File: config.mk
export PLATFORM = sky130hd
export DESIGN_NAME = isotp_multiframe_reassembler_unit
export DESIGN_NICKNAME = d
export VERILOG_FILES = /design/src/hdl/isotp_pkg.sv /design/src/hdl/isotp_multiframe_reassembler_unit.sv /design/src/hdl/isotp_front.sv /design/src/hdl/isotp_fifo.sv /design/src/hdl/isotp_back.sv
export SDC_FILE = /design/constraint.sdc
export NUM_CORES = 1
export LEC_CHECK = 0
export BUFFER_PORTS_ARGS = -buffer_cell sky130_fd_sc_hd__buf_2
export CAP_MARGIN = 20
export CORE_MARGIN = 1.5
export CORE_UTILIZATION = 35
export DETAILED_ROUTE_END_ITERATION = 6
export GPL_TIMING_DRIVEN = 0
export SLEW_MARGIN = 20
export SYNTH_ARGS = -nofsm -noshare
export SYNTH_HDL_FRONTEND = slang
export SYNTH_SLANG_ARGS = --single-unit
File: constraint.sdc
create_clock -name clk -period 5.6 [get_ports clk]
set_clock_uncertainty 0.15 [all_clocks]
set_input_delay 0.84 -clock clk [delete_from_list [all_inputs] [get_ports clk]]
set_output_delay 0.84 -clock clk [all_outputs]
set_load 0.03 [all_outputs]
File: src/hdl/isotp_pkg.sv
// ----------------------------------------------------------------------------
// isotp_pkg
// Shared types and codes for the ISO-TP multi-frame reassembler.
// ----------------------------------------------------------------------------
package isotp_pkg;

  // PCI frame type nibbles
  localparam logic [3:0] PCI_FIRST  = 4'h1;
  localparam logic [3:0] PCI_CONSEC = 4'h2;

  // Payload bytes carried by each frame type
  localparam logic [2:0] FF_BYTES = 3'd6;
  localparam logic [2:0] CF_BYTES = 3'd7;

  // Number of byte slots in one job
  localparam int unsigned JOB_BYTES = 7;

  // Final status codes
  typedef enum logic [2:0] {
    ST_OK          = 3'd0,
    ST_NO_FRAMES   = 3'd1,
    ST_BAD_FIRST   = 3'd2,
    ST_BAD_CONSEC  = 3'd3,
    ST_SEQ         = 3'd4,
    ST_INCOMPLETE  = 3'd5
  } status_t;

  // Assembly phase, one-hot
  typedef enum logic [2:0] {
    PH_WAIT    = 3'b001,
    PH_COLLECT = 3'b010,
    PH_DONE    = 3'b100
  } phase_t;

  // One job handed from the classifier to the emitter
  typedef struct packed {
    logic [JOB_BYTES-1:0][7:0] data;   // payload bytes, first one in slot 0
    logic [2:0]                cnt;    // number of payload bytes, 0..7
    logic                      fin;    // set finishes with this job
    status_t                   status; // final status when fin
  } job_t;

endpackage

File: src/hdl/isotp_multiframe_reassembler_unit.sv
// ----------------------------------------------------------------------------
// isotp_multiframe_reassembler_unit
// ISO-TP multi-frame reassembler: frames in, payload bytes out.
// ----------------------------------------------------------------------------
// The first result of a frame passes the job queue and the output register.
// Throughput: the emitter issues one output beat per cycle while out_tready
// allows; a job gives a beat per payload byte (up to 7), or one if byteless.
// Resultless items push no job. A two-job queue decouples input from output.
// Reset: synchronous, active low; clears set state, queue and output valid.
// ----------------------------------------------------------------------------
module isotp_multiframe_reassembler_unit
  import isotp_pkg::*;
(
  input  logic        clk,
  input  logic        rst_n,
  input  logic        in_tvalid,
  output logic        in_tready,
  input  logic [63:0] in_tdata,   // frame_byte0 .. frame_byte7
  input  logic        in_tlast,   // end_of_set
  input  logic        in_tuser,   // frame_present
  output logic        out_tvalid,
  input  logic        out_tready,
  output logic [15:0] out_tdata,  // payload_byte[7:0], set_done[8], status[11:9]
  output logic        out_tlast,  // last_in_run
  output logic        out_tuser   // byte_valid
);

  logic q_full, q_push, q_pop, head_valid;
  job_t push_job, head_job;

  isotp_front u_front (
    .clk       (clk),
    .rst_n     (rst_n),
    .in_tvalid (in_tvalid),
    .in_tready (in_tready),
    .in_tdata  (in_tdata),
    .in_tlast  (in_tlast),
    .in_tuser  (in_tuser),
    .q_full    (q_full),
    .q_push    (q_push),
    .q_job     (push_job)
  );

  isotp_fifo u_fifo (
    .clk        (clk),
    .rst_n      (rst_n),
    .push       (q_push),
    .push_job   (push_job),
    .full       (q_full),
    .pop        (q_pop),
    .head_valid (head_valid),
    .head_job   (head_job)
  );

  isotp_back u_back (
    .clk        (clk),
    .rst_n      (rst_n),
    .head_valid (head_valid),
    .head_job   (head_job),
    .pop        (q_pop),
    .out_tvalid (out_tvalid),
    .out_tready (out_tready),
    .out_tdata  (out_tdata),
    .out_tlast  (out_tlast),
    .out_tuser  (out_tuser)
  );

endmodule

File: src/hdl/isotp_front.sv
// ----------------------------------------------------------------------------
// isotp_front
// Accepts frames, checks PCI type and sequence, tracks the set state and
// issues one job per item that produces results.
// ----------------------------------------------------------------------------
module isotp_front
  import isotp_pkg::*;
(
  input  logic        clk,
  input  logic        rst_n,
  input  logic        in_tvalid,
  output logic        in_tready,
  input  logic [63:0] in_tdata,
  input  logic        in_tlast,
  input  logic        in_tuser,
  input  logic        q_full,
  output logic        q_push,
  output job_t        q_job
);

  phase_t      phase_r, phase_nxt;
  logic [11:0] total_r, total_nxt;
  logic [11:0] emitted_r, emitted_nxt;
  logic [3:0]  seq_r, seq_nxt;

  logic [7:0][7:0] b;
  logic [11:0]     rem;
  logic [11:0]     ff_len;
  logic            accept;
  phase_t          ph_mid;
  job_t            job;

  assign b         = in_tdata;
  assign in_tready = !q_full;
  assign accept    = in_tvalid && in_tready;
  assign ff_len    = {b[0][3:0], b[1]};
  assign rem       = total_r - emitted_r;

  // Classify the frame and work out the next state
  always_comb begin
    phase_nxt   = phase_r;
    total_nxt   = total_r;
    emitted_nxt = emitted_r;
    seq_nxt     = seq_r;
    job.data    = {b[7], b[6], b[5], b[4], b[3], b[2], b[1]};
    job.cnt     = '0;
    job.fin     = 1'b0;
    job.status  = ST_OK;

    if (in_tuser) begin
      case (phase_r)
        PH_WAIT: begin
          if (b[0][7:4] != PCI_FIRST) begin
            job.fin    = 1'b1;
            job.status = ST_BAD_FIRST;
            phase_nxt  = PH_DONE;
          end else begin
            // first frame: payload starts at byte 2
            job.data  = {8'h00, b[7], b[6], b[5], b[4], b[3], b[2]};
            total_nxt = ff_len;
            job.cnt   = (ff_len < {9'd0, FF_BYTES}) ? ff_len[2:0] : FF_BYTES;
            emitted_nxt = {9'd0, job.cnt};
            if (ff_len <= {9'd0, FF_BYTES}) begin
              job.fin   = 1'b1;
              job.status = ST_OK;
              phase_nxt = PH_DONE;
            end else begin
              phase_nxt = PH_COLLECT;
            end
          end
        end
        PH_COLLECT: begin
          if (b[0][7:4] != PCI_CONSEC) begin
            job.fin    = 1'b1;
            job.status = ST_BAD_CONSEC;
            phase_nxt  = PH_DONE;
          end else if (b[0][3:0] != seq_r) begin
            job.fin    = 1'b1;
            job.status = ST_SEQ;
            phase_nxt  = PH_DONE;
          end else begin
            job.cnt     = (rem < {9'd0, CF_BYTES}) ? rem[2:0] : CF_BYTES;
            emitted_nxt = emitted_r + {9'd0, job.cnt};
            seq_nxt     = seq_r + 4'd1;
            if (rem <= {9'd0, CF_BYTES}) begin
              job.fin   = 1'b1;
              job.status = ST_OK;
              phase_nxt = PH_DONE;
            end
          end
        end
        default: ;
      endcase
    end

    ph_mid = phase_nxt;

    // end of set: report a short set, then back to reset values
    if (in_tlast) begin
      if (ph_mid == PH_WAIT) begin
        job.fin    = 1'b1;
        job.status = ST_NO_FRAMES;
      end else if (ph_mid == PH_COLLECT) begin
        job.fin    = 1'b1;
        job.status = ST_INCOMPLETE;
      end
      phase_nxt   = PH_WAIT;
      total_nxt   = '0;
      emitted_nxt = '0;
      seq_nxt     = 4'd1;
    end
  end

  assign q_job  = job;
  assign q_push = accept && (job.cnt != 3'd0 || job.fin);

  // Set state
  always_ff @(posedge clk) begin
    if (!rst_n) begin
      phase_r   <= PH_WAIT;
      total_r   <= '0;
      emitted_r <= '0;
      seq_r     <= 4'd1;
    end else if (accept) begin
      phase_r   <= phase_nxt;
      total_r   <= total_nxt;
      emitted_r <= emitted_nxt;
      seq_r     <= seq_nxt;
    end
  end

endmodule

File: src/hdl/isotp_fifo.sv
// ----------------------------------------------------------------------------
// isotp_fifo
// Two-entry job queue between classifier and emitter.
// ----------------------------------------------------------------------------
module isotp_fifo
  import isotp_pkg::*;
(
  input  logic clk,
  input  logic rst_n,
  input  logic push,
  input  job_t push_job,
  output logic full,
  input  logic pop,
  output logic head_valid,
  output job_t head_job
);

  job_t       mem_r [2];
  logic       wr_ptr_r, rd_ptr_r;
  logic [1:0] count_r;

  assign full       = (count_r == 2'd2);
  assign head_valid = (count_r != 2'd0);
  assign head_job   = mem_r[rd_ptr_r];

  // Storage
  always_ff @(posedge clk) begin
    if (push) begin
      mem_r[wr_ptr_r] <= push_job;
    end
  end

  // Pointers and fill level
  always_ff @(posedge clk) begin
    if (!rst_n) begin
      wr_ptr_r <= 1'b0;
      rd_ptr_r <= 1'b0;
      count_r  <= '0;
    end else begin
      if (push) wr_ptr_r <= ~wr_ptr_r;
      if (pop)  rd_ptr_r <= ~rd_ptr_r;
      count_r <= count_r + {1'b0, push} - {1'b0, pop};
    end
  end

  // Queue never written when full unless also read in the same cycle, nor read when empty
  a_no_overflow: assert property (@(posedge clk) disable iff (!rst_n)
    push |-> (!full || pop)) else $error("job queue overflow");
  a_no_underflow: assert property (@(posedge clk) disable iff (!rst_n)
    pop |-> head_valid) else $error("job queue underflow");

endmodule

File: src/hdl/isotp_back.sv
// ----------------------------------------------------------------------------
// isotp_back
// Emits the results of each job one per cycle, while out_tready allows, into an output register.
// ----------------------------------------------------------------------------
module isotp_back
  import isotp_pkg::*;
(
  input  logic        clk,
  input  logic        rst_n,
  input  logic        head_valid,
  input  job_t        head_job,
  output logic        pop,
  output logic        out_tvalid,
  input  logic        out_tready,
  output logic [15:0] out_tdata,
  output logic        out_tlast,
  output logic        out_tuser
);

  logic [2:0] idx_r, idx_nxt;
  logic       out_valid_r;
  logic [7:0] byte_r;
  logic       bvalid_r, done_r, last_r;
  status_t    status_r;

  logic       load, has_bytes, last;
  logic [2:0] nres;

  assign has_bytes = (head_job.cnt != 3'd0);
  assign nres      = has_bytes ? head_job.cnt : 3'd1;
  assign last      = (idx_r == nres - 3'd1);
  assign load      = head_valid && (!out_valid_r || out_tready);
  assign pop       = load && last;
  assign idx_nxt   = last ? 3'd0 : idx_r + 3'd1;

  // Beat counter within the job
  always_ff @(posedge clk) begin
    if (!rst_n) begin
      idx_r       <= '0;
      out_valid_r <= 1'b0;
    end else begin
      if (load) idx_r <= idx_nxt;
      if (load) begin
        out_valid_r <= 1'b1;
      end else if (out_tready) begin
        out_valid_r <= 1'b0;
      end
    end
  end

  // Output payload register
  always_ff @(posedge clk) begin
    if (load) begin
      byte_r   <= has_bytes ? head_job.data[idx_r] : 8'h00;
      bvalid_r <= has_bytes;
      done_r   <= last && head_job.fin;
      status_r <= (last && head_job.fin) ? head_job.status : ST_OK;
      last_r   <= last;
    end
  end

  assign out_tvalid = out_valid_r;
  assign out_tdata  = {4'd0, status_r, done_r, byte_r};
  assign out_tlast  = last_r;
  assign out_tuser  = bvalid_r;

  // Result consistency
  a_done_last: assert property (@(posedge clk) disable iff (!rst_n)
    (out_valid_r && done_r) |-> last_r) else $error("set_done not on last beat");
  a_empty_single: assert property (@(posedge clk) disable iff (!rst_n)
    (out_valid_r && !bvalid_r) |-> (byte_r == 8'h00 && last_r && done_r))
    else $error("byteless beat malformed");
  a_status_done: assert property (@(posedge clk) disable iff (!rst_n)
    (out_valid_r && status_r != ST_OK) |-> done_r)
    else $error("status without set_done");

endmodule
Word-level counts from Yosys, hierarchy flattened:

Memory sizes are Yosys's and may differ from the RTL's. A register that Yosys moved wholly into a read port is not among the register bits.
Index checks and enable logic that the tools add are counted.
W data, S select, Z words.

* flip-flop bits (word level): 53
* memory bits (writable): 126
* input port bits: 70
* output and inout bits: 20
* logic and storage cells: 113
* memories kept: 1

* $add $sub $neg: 7
* $lt $le $gt $ge: 5
* eq/ne operators: 15
* multiplexer cells: 49
* bitwise logic cells: 2
* reduce and logical (&&, ||, !) cells: 20

Memory list
* u_fifo.mem_r: depth 2, bits a word 63, read ports 1, clocked after Yosys merged registers in 1, write ports 1, RTL line isotp_fifo.sv:18 `job_t mem_r [2];`

Operators by type and width (count)
* $mux W12: 9
* $mux W63: 1
* $mux W59: 1
* $mux W56: 1
* $mux W4: 13
* $mux W3: 13
* $bmux W8 S3: 1
* $le A12 B3 Y1 const B: 2
* $lt A12 B3 Y1 const B: 2
* $pmux W12 S2: 1
* $pmux W7 S2: 1
* $add A12 B3 Y12: 1
* $sub A12 B12 Y12: 1
* $reduce_bool A2 Y1: 5
* $ne A3 B3 Y1 const B: 3
* $reduce_bool A3 Y1: 3
* $mux W8: 1
* $eq A3 B1 Y1 const B: 2
* $eq A3 B2 Y1 const B: 2
* $mux W1: 6
* $ne A2 B2 Y1 const B: 3
* $pmux W3 S2: 1
* $reduce_and A6 Y1: 1
* $logic_and A1 B1 Y1: 5
* 16 further kinds: 19

Depth between registers and ports, before layout:

* word-level depth: 15
* depth in mapped cells: 20
* mapped depth without buffers: 20

Modules after synthesis:

Synthesis repeated with hierarchy kept, for this count alone.

* cells, all modules: 813
* area, all modules: 9452.8 um^2

By module, submodules not included
* isotp_fifo: times used 1, cells each 217, area each 5077.4 um^2, sequential area each 3883.7 um^2
* isotp_front: times used 1, cells each 483, area each 3146.8 um^2, sequential area each 620.6 um^2
* isotp_back: times used 1, cells each 113, area each 1228.7 um^2, sequential area each 500.5 um^2

Worst setup path after synthesis:

OpenSTA, ideal clock, no wires.

* kind: input port to flip-flop
* from: in in_tvalid
* to: mem u_fifo.mem_r[0][0] (netlist bit) (enable)
* library setup time: 484 ps
* arrival: 3974 ps
* data required time: 4966 ps
* path slack: 992 ps
* stages: 4
* buffers on the path: 1
* path through: and2_1 -> clkbuf_1 -> nand2_1 -> nor2_1

* cells in the longest elaborated chain, start to end: 4

Ends and longest elaborated chain
* start: declaration: RTL line isotp_multiframe_reassembler_unit.sv:16 `input logic in_tvalid,`
* $logic_and A1 B1 Y1: RTL line isotp_front.sv:35 `assign accept = in_tvalid && in_tready;`
* $logic_and A1 B1 Y1: RTL line isotp_front.sv:115 `assign q_push = accept && (job.cnt != 3'd0 || job.fin);`
* $mux W1: RTL line isotp_fifo.sv:28 `if (push) begin`
* $mux W1 (not written as such): RTL line isotp_fifo.sv:29 `mem_r[wr_ptr_r] <= push_job;`
* end: declaration: RTL line isotp_fifo.sv:18

Every way passes these cells.

Final worst setup path:

* from: reg u_front.emitted_r[0]
* to: reg u_front.emitted_r[11]

* cells in the longest elaborated chain, start to end: 9

Ends and longest elaborated chain
* start: declaration: RTL line isotp_front.sv:23 `logic [11:0] emitted_r, emitted_nxt;`
* start signal: assignment: RTL line isotp_front.sv:127 `emitted_r <= emitted_nxt;`
* $sub A12 B12 Y12: RTL line isotp_front.sv:37 `assign rem = total_r - emitted_r;`
* $lt A12 B3 Y1: RTL line isotp_front.sv:82 `job.cnt = (rem < {9'd0, CF_BYTES}) ? rem[2:0] : CF_BYTES;`
* $mux W3: RTL line isotp_front.sv:82
* $add A12 B3 Y12 *: RTL line isotp_front.sv:83 `emitted_nxt = emitted_r + {9'd0, job.cnt};`
* $mux W12 *: RTL line isotp_front.sv:77 `end else if (b[0][3:0] != seq_r) begin`
* $mux W12 *: RTL line isotp_front.sv:73 `if (b[0][7:4] != PCI_CONSEC) begin`
* $pmux W12 S2 *: RTL line isotp_front.sv:51 `case (phase_r)`
* $mux W12 *: RTL line isotp_front.sv:50 `if (in_tuser) begin`
* $mux W12 *: RTL line isotp_front.sv:99 `if (in_tlast) begin`

Mark *: on every way between the ends. The rest lies on a longest branch, timed or not. The select of a mux whose other input is x is not followed.
A chain may end at the register's enable or synchronous reset.

==> flow_summary.json <==
{
  "dr.pass1.iters": 5,
  "seqCellArea_um2": 5000,
  "clkTransAtPathRegs_ns": 0.07,
  "hold_viol": 0,
  "grt-ovfl-total": 0,
  "wire_per_inst_um": 17.8,
  "tritoncts": "done",
  "fin_crit_ns": 4.58,
  "cp.arrival_ns": 4.74,
  "gp_congestion": 0.807,
  "viasPerCell": 5.07,
  "yosysSeqAreaShare_pct": 56.4,
  "pre_cts_ws_ns": 1.14,
  "ys_ff_latch": 180,
  "max-vdd-ir-drop_uv": 264,
  "cts_root_buffer": "clkbuf_16",
  "rsz0062_at_grt": "no",
  "drt-initial-drc-count": 325,
  "crit_buf_inv": 2,
  "synth.most_common_cell": "edfxtp_1",
  "yosys.area.top_type_share_pct": 47.4,
  "syn2layout_area_growth_pct": 17.7,
  "ys_warn_count": 0,
  "layout_setup_ws_ns": 1.02,
  "post-route-util_pct": 41.7,
  "core_um2": 25000,
  "async_flop_share_pct": 0,
  "worstHoldPathType": "reg -> reg",
  "crit_chain": "ha_1 > inv_1 > fa_1 > a21oi_1 > o221ai_1 > and4b_1 > nor4_1 > o2111ai_2 > nor2_1 > inv_1 > ha_1 > a21o_1 > a21oi_1 > nor4_1 > xnor2_1 > nor2_1",
  "grt_pass1_vias": 5660,
  "critPathTopFamily": "compound AO/OA/AOI/OAI gates",
  "postCtsHoldBufs": 0,
  "synthesis.area_um2": 8880,
  "cts_setup_buffers": 0,
  "clock.fmax_mhz": 218,
  "critPathMaxStageDelay_ns": 0.50,
  "antenna_left": 0,
  "p_leak_uw": 0.00366,
  "post_cts_resized": 0,
  "ctsLongestPathBuffers": 2,
  "cts_sinks": 180,
  "finalMaxSlewViolations": 0,
  "antenna_found_initial": 1,
  "cts.htree.levels": 4,
  "ys_top_cells_by_area": "edfxtp_1, dfxtp_1, mux2_2",
  "start_util_pct": 35.5,
  "start_kind": "flip-flop",
  "finalCritPeriodShare_pct": 81.8,
  "p_per_area_nw_per_um2": 379,
  "status": "finished clean",
  "synth.distinct_cells": 68,
  "yosys.area.top_type": "edfxtp_1",
  "grt_max_degree": 26,
  "syn_inst": 689,
  "setup_viol": 0,
  "synth_ff_type": "edfxtp_1",
  "fillers": 2375,
  "die_y_um": 162,
  "port_buffers": 85,
  "synth_common_cells": "edfxtp_1, nor2_1, mux2_2, dfxtp_1, inv_1",
  "endpoint_kind": "flip-flop",
  "fin_total_pwr_uw": 3960,
  "layout-drive-gt1-share_pct": 27.0,
  "synth_edf_count": 140,
  "crit_type": "reg -> reg",
  "wirelength_mm": 20.4,
  "die_w_um": 162,
  "slew_headroom_pct": 45.8,
  "maxCapViolCount": 0,
  "avgSynthCellArea_um2": 12.9,
  "dieArea_um2": 26300,
  "nets": 893,
  "cts_buffers": 17,
  "grt_pass1_wl_mm": 31.1,
  "worstMarginPinSlew_ns": 0.813,
  "drc": 0,
  "insertion_delay_ns": 0.43,
  "holdWs_ns": 0.345,
  "cp_max_fo": 6,
  "multi_input_area_um2": 3590,
  "track_usage_pct": 15.8,
  "crit_slowest_cell": "nor4_1",
  "worstPathRequired_ns": 5.76,
  "vias": 5809,
  "num_rows": 58,
  "ioPinCount": 90,
  "dp_hpwl_mm": 15.2
}
[power by group]
group	internal (uW)	switching, uW
clock network	588	547
logic	428	655
registers	1690	51.6
total	2700	1250
[state kept, by name, indices dropped and copies added (netlist names), 2 cells and up, named ones only]
| register | cells |
|---|---|
| u_front.seq_r | 4 |
| u_back.idx_r | 3 |
| u_front.phase_r | 3 |
| u_fifo.mem_r | 126 |
| u_back.status_r | 3 |
| u_front.total_r | 12 |
| u_front.emitted_r | 12 |
| u_back.byte_r | 8 |
| u_fifo.count_r | 2 |
[cell type report]
| class | count | area share [%] |
|---|---|---|
| clock buffers | 17 | 4.07 |
| repair buffers | 91 | 5.42 |
| flip-flops and latches | 180 | 47.9 |
| diodes | 2 | 0.0479 |
| inverters | 33 | 1.19 |
| multi-input cells | 440 | 34.4 |
| well taps | 330 | 3.95 |
| clock inverters | 14 | 1.29 |
| plain buffers | 39 | 1.77 |
[cell families (layout without fill, tap and decap cells)]
logic type | after synthesis | count (layout) | synth area share [%]
multiplexers | 98 | 98 | 15.1
AND/OR/NAND/NOR | 178 | 178 | 10.6
adder cells (fa/ha/maj) | 21 | 21 | 3.13
XOR/XNOR | 26 | 26 | 2.56
other | 1 | 6 | 0.0422
flip-flops | 180 | 180 | 56.4
buffers and inverters | 72 | 194 | 3.48
AO/OA/AOI/OAI | 113 | 113 | 8.70
[worst paths after layout]
check / startpoint / to / slack, ns / depth (start not counted)
worst max-delay path: u_front.emitted_r[0] / u_front.emitted_r[11] / 1.02 / 16
worst min-delay path: u_front.emitted_r[2] / u_front.emitted_r[2] / 0.35 / 2
worst max register to register: u_front.emitted_r[0] / u_front.emitted_r[11] / 1.02 / 16
worst min register to register: u_front.emitted_r[2] / u_front.emitted_r[2] / 0.35 / 2
[placed cells by master, fill, tap and decap left out, types with 23 or more instances in the layout]
| cell | count |
|---|---|
| edfxtp_1 | 140 |
| buf_2 | 92 |
| nor2_1 | 51 |
| mux2_2 | 49 |
| dfxtp_1 | 40 |
| inv_1 | 33 |
| a21oi_1 | 29 |
| clkbuf_1 | 24 |
| nand2_1 | 24 |
| mux4_2 | 24 |
| mux2i_1 | 23 |
[per-layer routing]
metal  vias to the layer above  GRT usage [%]  wire (um)
met1                      2822           22.0       9740
li1                       2826              -          -
met2                       145           24.8       9520
met5                         -              0          0
met4                         0           4.71        214
met3                        16           3.19        971
[worst reg2reg max path, delay by kind of cell (launching register included)]
kind | cells | cell delay (ns)
flops | 1 | 0.37
xor+xnor | 1 | 0.16
simple gates | 5 | 1.31
fa+ha+maj | 3 | 0.87
buf+inv | 2 | 0.15
compound gates | 5 | 1.46
[per-stage QoR]
step	instances	instance area [um2]	TNS, ns
2_1_floorplan	692	8890	0
3_3_place_gp	1107	9730	-127.37
3_5_place_dp	1113	9890	0
4_1_cts	1144	10400	0
5_1_grt	1144	10400	0
6_report	1146	10500	0
Note: power is estimated with default switching activity, not from simulation.
